**src/design/mrrb_pkg.sv**
```systemverilog
package mrrb_pkg;

  // Store geometry
  localparam int BUF_DEPTH   = 4096;
  localparam int PTR_W       = $clog2(BUF_DEPTH);

  // Reader slots and request limits
  localparam int NUM_READERS = 5;
  localparam int RIDX_W      = 3;
  localparam int MAX_READ    = 64;
  localparam int CNT_W       = 7;

  // Reader enable register
  localparam int EN_W = 5;
  localparam logic [EN_W-1:0] EN_RESET = EN_W'(16);

  // Sample width (Q1.15)
  localparam int SMP_W = 16;

  // Command queue between front and back
  localparam int CMDQ_DEPTH = 2;
  localparam int CMDQ_PTR_W = $clog2(CMDQ_DEPTH);
  localparam int CMDQ_CNT_W = $clog2(CMDQ_DEPTH + 1);

  // Result queue at the output
  localparam int OQ_DEPTH = 4;
  localparam int OQ_PTR_W = $clog2(OQ_DEPTH);
  localparam int OQ_CNT_W = $clog2(OQ_DEPTH + 2);

  // Input operation codes
  localparam logic OP_WRITE = 1'b0;
  localparam logic OP_READ  = 1'b1;

  typedef enum logic [1:0] {
    CMD_WRITE,
    CMD_READ,
    CMD_FAIL
  } cmd_kind_t;

  typedef struct packed {
    cmd_kind_t                 kind;
    logic signed [SMP_W-1:0]   sample_i;
    logic signed [SMP_W-1:0]   sample_q;
    logic                      chunk_last;
    logic [RIDX_W-1:0]         reader;
    logic [CNT_W-1:0]          count;
  } cmd_t;

  // True when reader slot idx exists and is registered
  function automatic logic reader_on(input logic [EN_W-1:0] en,
                                     input logic [RIDX_W-1:0] idx);
    logic on;
    on = 1'b0;
    for (int r = 0; r < NUM_READERS; r++) begin
      if (idx == RIDX_W'(r)) begin
        on = en[r];
      end
    end
    return on;
  endfunction

endpackage

```
**src/design/mrrb_front.sv**
```systemverilog
module mrrb_front (
  input  logic                                     in_valid,
  output logic                                     in_ready,
  input  logic                                     in_op,
  input  logic signed [mrrb_pkg::SMP_W-1:0]        in_sample_i,
  input  logic signed [mrrb_pkg::SMP_W-1:0]        in_sample_q,
  input  logic                                     in_chunk_last,
  input  logic [mrrb_pkg::RIDX_W-1:0]              in_reader_index,
  input  logic [mrrb_pkg::CNT_W-1:0]               in_read_count,
  input  logic [mrrb_pkg::EN_W-1:0]                reader_en,
  input  logic                                     cmdq_full,
  output logic                                     cmd_push,
  output mrrb_pkg::cmd_t                           cmd
);

  logic drop;

  // Classify the item: write, read, a request that fails outright, or an empty read that is dropped
  always_comb begin
    cmd.kind       = mrrb_pkg::CMD_WRITE;
    cmd.sample_i   = in_sample_i;
    cmd.sample_q   = in_sample_q;
    cmd.chunk_last = in_chunk_last;
    cmd.reader     = in_reader_index;
    cmd.count      = in_read_count;
    drop           = 1'b0;
    if (in_op == mrrb_pkg::OP_READ) begin
      if (!mrrb_pkg::reader_on(reader_en, in_reader_index)) begin
        cmd.kind = mrrb_pkg::CMD_FAIL;
      end else if (in_read_count == '0) begin
        // empty request: succeeds with nothing to deliver
        drop = 1'b1;
      end else if (int'(in_read_count) > mrrb_pkg::MAX_READ ||
                   int'(in_read_count) >= mrrb_pkg::BUF_DEPTH) begin
        cmd.kind = mrrb_pkg::CMD_FAIL;
      end else begin
        cmd.kind = mrrb_pkg::CMD_READ;
      end
    end
  end

  assign in_ready = !cmdq_full;
  assign cmd_push = in_valid && in_ready && !drop;

endmodule

```
**config.mk**
```make
export PLATFORM = sky130hd
export DESIGN_NAME = mrrb_front
export DESIGN_NICKNAME = d
export VERILOG_FILES = /design/src/design/mrrb_pkg.sv /design/src/design/mrrb_front.sv
export SDC_FILE = /design/constraint.sdc
export NUM_CORES = 1
export LEC_CHECK = 0
export BUFFER_PORTS_ARGS = -buffer_cell sky130_fd_sc_hd__buf_2
export CAP_MARGIN = 20
export CORE_MARGIN = 3
export CORE_UTILIZATION = 24
export DETAILED_ROUTE_END_ITERATION = 8
export GPL_TIMING_DRIVEN = 0
export PLACE_DENSITY = 0.85
export SLEW_MARGIN = 30
export SYNTH_ARGS = -nofsm -noshare
export SYNTH_HDL_FRONTEND = slang
export SYNTH_SLANG_ARGS = --single-unit
export TNS_END_PERCENT = 1
```
**constraint.sdc**
```tcl
create_clock -name vclk -period 1.2
set_clock_uncertainty 0.05 [all_clocks]
set_input_delay 0.12 -clock vclk [all_inputs]
set_output_delay 0.12 -clock vclk [all_outputs]
set_load 0.01 [all_outputs]
```
==> metrics <==
WP data required 1.03 ns; initial antenna violation count 0; Die W 48.7 um; Slew HR 0.823; RSZ-0062 raised after global routing yes; Peak Freq 774 MHz; # DRC 0; Hold Crit Start in_sample_q[1]; Yosys top cell by area buf_4; first-pass GRT wire length 2070 um; dpl ws -0.230 ns; sequential share of the synthesized area 0; Synth Net Count 110; status complete, but fails checks; worst path bufs/invs 2; CP max stage cell mux2_4; antenna cells 0; IO Pins 98; Sum Neg Setup Slack -0.194 ns; maximum VDD drop 0.192 mV; Power, Total 303 uW; max-slew violation count 0; final setup vio count 3; Synth Area per Inst 7.42 sq um; CP endpoint kind output port; # rows 14; fin cells 149; worst-path cell chain buf_8, mux2_4, nand3b_1, o311ai_4, a311oi_2, buf_2; DRT Pass-1 Iters 3; Placed Instances 148; startpoint types primary input; Layout clock buffers 0; Lkg Pwr 0.531 nW; gpl congestion 0.616; layout cell share with drive strength beyond 1 0.912; max_cap viols 0; grt ovf 0; number of sequential cells 0; Synth cell types 13; PwrDens 364 nW/um^2; Avg Vias per Cell 3.83; pin count of the biggest net entering global routing 5; share of the synthesized area in the top cell type 0.737; Hold Crit Endpoint cmd[12]; Ys Warns 0; Total Die Area 2370 sq um; Register Area 0 sq um; worst min path class in -> out; Initial Util 0.272; DR iter-0 viols 1; Worst Path Class, Setup in -> out; CORE AREA 1610 sq um; area grow syn2layout 90.3%; period utilisation layout 1.08; Core Util, Final 0.517; number of global-route vias before repair 511; Routed Antenna Nets 0; GRT Total Usage 0.100; WL final 1410 um; Mapped Cells 59; Die Ht 48.7 um; crit path DAT 1.12 ns; via count 571; fin crit period 1.29 ns; port buffer count 65; critical path's top delay family compound AO/OA/AOI/OAI gates; final hold vios 0; final setup margin -0.0919 ns; slowest stage delay, CP 0.28 ns; Layout Nets 178; hold depth 2; failing checks setup timing; Worst-Margin Slew 0.258 ns; largest fanout on the critical path 3; wire per inst 9.46 um; most area-consuming cells after synthesis buf_4, o311ai_2, a311oi_2; hold buffer count at cts 0; Post-Synthesis Cell Area 438 sq um
## worst max path at each step
stage	cells past startpoint	endpoint	startpoint
after global routing	6	cmd_push	in_reader_index[0]
after CTS	6	cmd_push	in_reader_index[0]
final	6	cmd_push	in_reader_index[0]
after floorplan	4	cmd_push	in_reader_index[0]
after global placement	6	cmd_push	in_reader_index[0]
after detailed placement	6	cmd_push	in_reader_index[0]
## stage by stage
| stage | area [sq um] | hold slack, ns |
|---|---|---|
| final | 833 | 0.374 |
| after floorplan | 438 | 0.226 |
| after global placement | 793 | 0.376 |
| after global routing | 833 | 0.379 |
| after detailed placement | 793 | 0.376 |
| after CTS | 827 | 0.376 |
## cell type report
class | count | area (sq um)
timing repair buffer | 66 | 343
buffer | 43 | 323
multi-input combinational | 14 | 130
tap | 24 | 30.0
inverter | 2 | 7.51
fill | 162 | 778
## synthesized netlist by cell type, drive strengths merged
| cell type | count |
|---|---|
| buf | 43 |
| nor2 | 3 |
| inv | 2 |
| nand2 | 2 |
| a21boi | 1 |
| a311oi | 1 |
| and4b | 1 |
| mux2 | 1 |
| mux2i | 1 |
| nand3 | 1 |
| nand3b | 1 |
| nor4 | 1 |
| o311ai | 1 |
## cell families (layout without fill, tap and decap cells)
logic type,count (synthesis),after routing,synth area share
AOI/OAI and AO/OA,3,3,0.0886
buffers and inverters,45,111,0.754
muxes,2,2,0.0486
and+or+nand+nor,9,9,0.109
## where the power goes
part | internal [mW] | total, mW | switching (mW)
clock network | 0 | 0 | 0
registers | 0 | 0 | 0
logic | 0.185 | 0.303 | 0.118
total | 0.185 | 0.303 | 0.118
## cell usage in the layout (no fill, tap or decap)
cell type and instances:
mux2i_1 1, nor2_1 2, nor2_2 1, nand2_1 2
a21boi_0 1, buf_2 64, nand3_1 1, a311oi_2 1
and4b_1 1, mux2_4 1, o311ai_4 1, nor4_2 1
nand3b_1 1, buf_8 1, inv_1 2, buf_4 44
## metal layers
layer,up-vias,GRT usage,wire length (um)
met5,-,0,0
met4,0,0,0
met3,0,0.0429,311
met2,63,0.233,717
met1,229,0.0733,380
li1,279,-,-
## what timing repair did
item / CTS / global route
pin swaps: 2 / 0
endpoints found under the setup margin: 3 / 3
buffers inserted: 1 / 0
hold endpoints to repair: 0 / 0
resized for setup: 6 / 1
No activity file was read; power rests on OpenSTA's default activity.
