<file path="src/design/mrrb_pkg.sv">
package mrrb_pkg;

  // Store geometry
  localparam int BUF_DEPTH   = 4096;
  localparam int PTR_W       = $clog2(BUF_DEPTH);

  // Reader slots and request limits
  localparam int NUM_READERS = 5;
  localparam int RIDX_W      = 3;
  localparam int MAX_READ    = 64;
  localparam int CNT_W       = 7;

  // Reader enable register
  localparam int EN_W = 5;
  localparam logic [EN_W-1:0] EN_RESET = EN_W'(16);

  // Sample width (Q1.15)
  localparam int SMP_W = 16;

  // Command queue between front and back
  localparam int CMDQ_DEPTH = 2;
  localparam int CMDQ_PTR_W = $clog2(CMDQ_DEPTH);
  localparam int CMDQ_CNT_W = $clog2(CMDQ_DEPTH + 1);

  // Result queue at the output
  localparam int OQ_DEPTH = 4;
  localparam int OQ_PTR_W = $clog2(OQ_DEPTH);
  localparam int OQ_CNT_W = $clog2(OQ_DEPTH + 2);

  // Input operation codes
  localparam logic OP_WRITE = 1'b0;
  localparam logic OP_READ  = 1'b1;

  typedef enum logic [1:0] {
    CMD_WRITE,
    CMD_READ,
    CMD_FAIL
  } cmd_kind_t;

  typedef struct packed {
    cmd_kind_t                 kind;
    logic signed [SMP_W-1:0]   sample_i;
    logic signed [SMP_W-1:0]   sample_q;
    logic                      chunk_last;
    logic [RIDX_W-1:0]         reader;
    logic [CNT_W-1:0]          count;
  } cmd_t;

  // True when reader slot idx exists and is registered
  function automatic logic reader_on(input logic [EN_W-1:0] en,
                                     input logic [RIDX_W-1:0] idx);
    logic on;
    on = 1'b0;
    for (int r = 0; r < NUM_READERS; r++) begin
      if (idx == RIDX_W'(r)) begin
        on = en[r];
      end
    end
    return on;
  endfunction

endpackage

</file>
<file path="src/design/mrrb_cmdq.sv">
module mrrb_cmdq (
  input  logic           clk,
  input  logic           rst_n,
  input  logic           push,
  input  mrrb_pkg::cmd_t push_data,
  output logic           full,
  output logic           pop_vld,
  output mrrb_pkg::cmd_t pop_data,
  input  logic           pop
);

  mrrb_pkg::cmd_t                    mem_r [mrrb_pkg::CMDQ_DEPTH];
  logic [mrrb_pkg::CMDQ_PTR_W-1:0]   wr_ptr_r;
  logic [mrrb_pkg::CMDQ_PTR_W-1:0]   rd_ptr_r;
  logic [mrrb_pkg::CMDQ_CNT_W-1:0]   cnt_r;
  logic                              do_push;
  logic                              do_pop;

  assign full     = (cnt_r == mrrb_pkg::CMDQ_CNT_W'(mrrb_pkg::CMDQ_DEPTH));
  assign pop_vld  = (cnt_r != '0);
  assign pop_data = mem_r[rd_ptr_r];
  assign do_push  = push && !full;
  assign do_pop   = pop && pop_vld;

  // Pointers and fill count
  always_ff @(posedge clk) begin
    if (!rst_n) begin
      wr_ptr_r <= '0;
      rd_ptr_r <= '0;
      cnt_r    <= '0;
    end else begin
      if (do_push) begin
        wr_ptr_r <= (wr_ptr_r == mrrb_pkg::CMDQ_PTR_W'(mrrb_pkg::CMDQ_DEPTH - 1)) ?
                    '0 : wr_ptr_r + 1'b1;
      end
      if (do_pop) begin
        rd_ptr_r <= (rd_ptr_r == mrrb_pkg::CMDQ_PTR_W'(mrrb_pkg::CMDQ_DEPTH - 1)) ?
                    '0 : rd_ptr_r + 1'b1;
      end
      if (do_push && !do_pop) begin
        cnt_r <= cnt_r + 1'b1;
      end else if (do_pop && !do_push) begin
        cnt_r <= cnt_r - 1'b1;
      end
    end
  end

  // Entry storage
  always_ff @(posedge clk) begin
    if (do_push) begin
      mem_r[wr_ptr_r] <= push_data;
    end
  end

endmodule

</file>
<file path="config.mk">
export PLATFORM = sky130hd
export DESIGN_NAME = mrrb_cmdq
export DESIGN_NICKNAME = d
export VERILOG_FILES = /design/src/design/mrrb_pkg.sv /design/src/design/mrrb_cmdq.sv
export SDC_FILE = /design/constraint.sdc
export NUM_CORES = 1
export LEC_CHECK = 0
export BUFFER_PORTS_ARGS = -buffer_cell sky130_fd_sc_hd__buf_2
export CAP_MARGIN = 20
export CELL_PAD_IN_SITES_DETAIL_PLACEMENT = 1
export CELL_PAD_IN_SITES_GLOBAL_PLACEMENT = 1
export CORE_MARGIN = 8
export CORE_UTILIZATION = 40
export DETAILED_ROUTE_END_ITERATION = 6
export HOLD_SLACK_MARGIN = 0.05
export PLACE_DENSITY = 0.73
export SLEW_MARGIN = 25
export SYNTH_ARGS = -nofsm -noshare
export SYNTH_HDL_FRONTEND = slang
export SYNTH_SLANG_ARGS = --single-unit
export TNS_END_PERCENT = 100
</file>
<file path="constraint.sdc">
create_clock -name clk -period 8.65 [get_ports clk]
set_input_delay 1.73 -clock clk [delete_from_list [all_inputs] [get_ports clk]]
set_output_delay 1.73 -clock clk [all_outputs]
set_load 0.05 [all_outputs]
</file>
==> flow_summary.json <==
{
  "power_frac_seq_pct": 43.7,
  "r2r-start": "cnt_r[0]",
  "swShare_pct": 38.4,
  "globalRouteTotalUtil_pct": 11.9,
  "min_path_type": "reg2reg",
  "ys_warn_count": 0,
  "die-width_um": 109,
  "synth_cell_types": 22,
  "syn-num-nets": 215,
  "grt-ovfl-total": 0,
  "end_kind": "output pin",
  "drtIter0Drc": 95,
  "period_needed_ns": 3.48,
  "power-per-cell-area_nw_per_um2": 336,
  "n_antenna_cell": 0,
  "reg2regPathDepth": 4,
  "port_buffers": 95,
  "antenna_found_initial": 0,
  "cts_sinks": 95,
  "finalSetupTns_ns": 0,
  "routabilityCongestion": 0.646,
  "area_delta_synth_final_pct": 22.9,
  "cts-htree-levels": 3,
  "fmax_ghz": 0.287,
  "clkPwrFrac_pct": 20.8,
  "cap_violations": 0,
  "hpwlAfterDp_um": 4450,
  "min_from": "cnt_r[1]",
  "synthCells": 165,
  "fillers": 856,
  "p_int_uw": 885,
  "start_util_pct": 40.5,
  "r2r-end": "mem_r[0][22]",
  "postRouteAntennaNets": 0,
  "relSlewSlack_pct": 55.6,
  "wl_per_cell_um": 17.9,
  "cts.clk_slew.worst_paths_ns": 0.08,
  "cts_tree": "yes",
  "grt_pass1_wl_um": 10700,
  "num_rows": 34,
  "grt_max_degree": 47,
  "combPwrFrac_pct": 35.6,
  "vias": 1801,
  "final_hold_viol_count": 0,
  "yosysSeqAreaShare_pct": 80.5,
  "drcViolationCount": 0,
  "syn-cell-area_um2": 3480,
  "stdcell_count": 378,
  "setup_viol": 0,
  "die_h_um": 109,
  "syn_avg_cell_area_um2": 21.1,
  "dieArea_um2": 11900,
  "finalNetCount": 317,
  "grt_pass1_vias": 2156,
  "postCtsSetupBuffers": 0,
  "cts_buffers": 9,
  "layout_common_cells": "95 x buf_2, 90 x edfxtp_1, 45 x mux2_2, 9 x clkbuf_8, 4 x dfxtp_1",
  "rrSetupSlack_ns": 6.95,
  "p_leak_uw": 0.00159,
  "cts-root-buf": "clkbuf_8",
  "worst-path-max-fanout": 45,
  "status": "completed",
  "layout_commonest_cell": "buf_2",
  "worstMarginPinSlew_ns": 0.666,
  "clockBufferDepth": 2,
  "dp_cells": 364,
  "drtPass1Iterations": 4,
  "min_to": "cnt_r[1]",
  "holdBufCountCts": 0,
  "peakVddDrop_v": 0.000176,
  "wl_um": 6780,
  "cp.required_ns": 6.92,
  "cts_resized": 0,
  "min_period_over_period_pct": 40.2,
  "rsz0062_at_grt": "false",
  "clk_latency_ns": 0.35,
  "arrival_ns": 1.75,
  "cp-start-kind": "register",
  "fin_skew_ns": 0.0147,
  "synth_seq_cells": 95,
  "p_sw_uw": 552,
  "core_um2": 8590,
  "drive_gt1_share_pct": 58.5,
  "viasPerCell": 4.76,
  "drv_slew": 0,
  "ioPinCount": 96,
  "whs_path_depth": 2,
  "path_class": "reg2out"
}
how the worst max path moves through the flow:
stage	end	slack [ns]	from	cells after the start
after global placement	pop_data[22]	5.15	register	2
after global routing	pop_data[42]	5.06	register	2
final	pop_data[42]	5.17	register	2
after CTS	pop_data[5]	5.11	register	2
after detailed placement	pop_data[5]	5.50	register	2
after floorplan	mem_r[0][0]	4.61	push	2
metal layers:
metal  wire length [um]  track usage [%]  up-vias
met5                  0                0        -
met4                 93             5.21        0
met3                451             3.49       10
met2               3520             20.9       55
met1               2720             13.0      895
li1                   -                -      841
registers in the layout (all words and copies together), names as in the netlist, named ones only:
signal and flops:
cnt_r 2, mem_r 90, rd_ptr_r 1, wr_ptr_r 1
power by group through the flow:
stage	Combinational, uW	Clock, uW	Sequential, uW
detailed placement	518	0	642
global route	538	323	640
finish	511	299	628
CTS	520	310	631
floorplan	438	0	603
global placement	516	0	636
synth_stat cells, drive strengths merged:
cell type	number	area, um2
inv	2	7.50
or2	1	6.26
edfxtp	90	2700
xor2	1	8.76
nand2b	1	6.26
a21boi	2	15.0
or3	1	6.26
buf	5	35.0
ha	1	12.5
o21a	1	7.51
o21ai	2	10.0
dfxtp	5	100
nor3	1	10.0
mux2	45	507
xnor2	2	17.5
and2	3	18.8
nor2	1	3.75
and3	1	6.26
layout make-up:
cell class	count	area [um2]	area share, %
clock buffers	9	124	2.90
clock inverters	5	75.1	1.75
inverters	2	7.51	0.175
multi-input cells	63	647	15.1
flip-flops and latches	95	2810	65.6
well taps	108	135	3.16
repair buffers	96	483	11.3
cell families after synthesis:
kind of cell,Yosys count,synth area share [%]
compound gates,5,0.935
xor+xnor,3,0.755
fa+ha+maj,1,0.359
buf+inv,7,1.22
flops,95,80.5
mux,45,14.6
simple gates,9,1.65
through the flow:
| stage | instance area (um2) | total power, uW | setup WS, ns | hold slack [ns] | utilization, % |
|---|---|---|---|---|---|
| detailed placement | 4080 | 1160 | 5.50 | 0.517 | 47.5 |
| finish | 4280 | 1440 | 5.17 | 0.524 | 49.8 |
| global route | 4280 | 1500 | 5.06 | 0.572 | 49.8 |
| global placement | 4070 | 1150 | 5.15 | 0.504 | 47.4 |
| CTS | 4280 | 1460 | 5.11 | 0.536 | 49.8 |
| floorplan | 3480 | 1040 | 4.61 | 0.479 | - |
critical path: stages, from the launching register on:
cell	delay, ns
dfxtp_4	0.76
mux2_2	0.41
buf_2	0.21
Note: power is estimated with default switching activity, not from simulation.
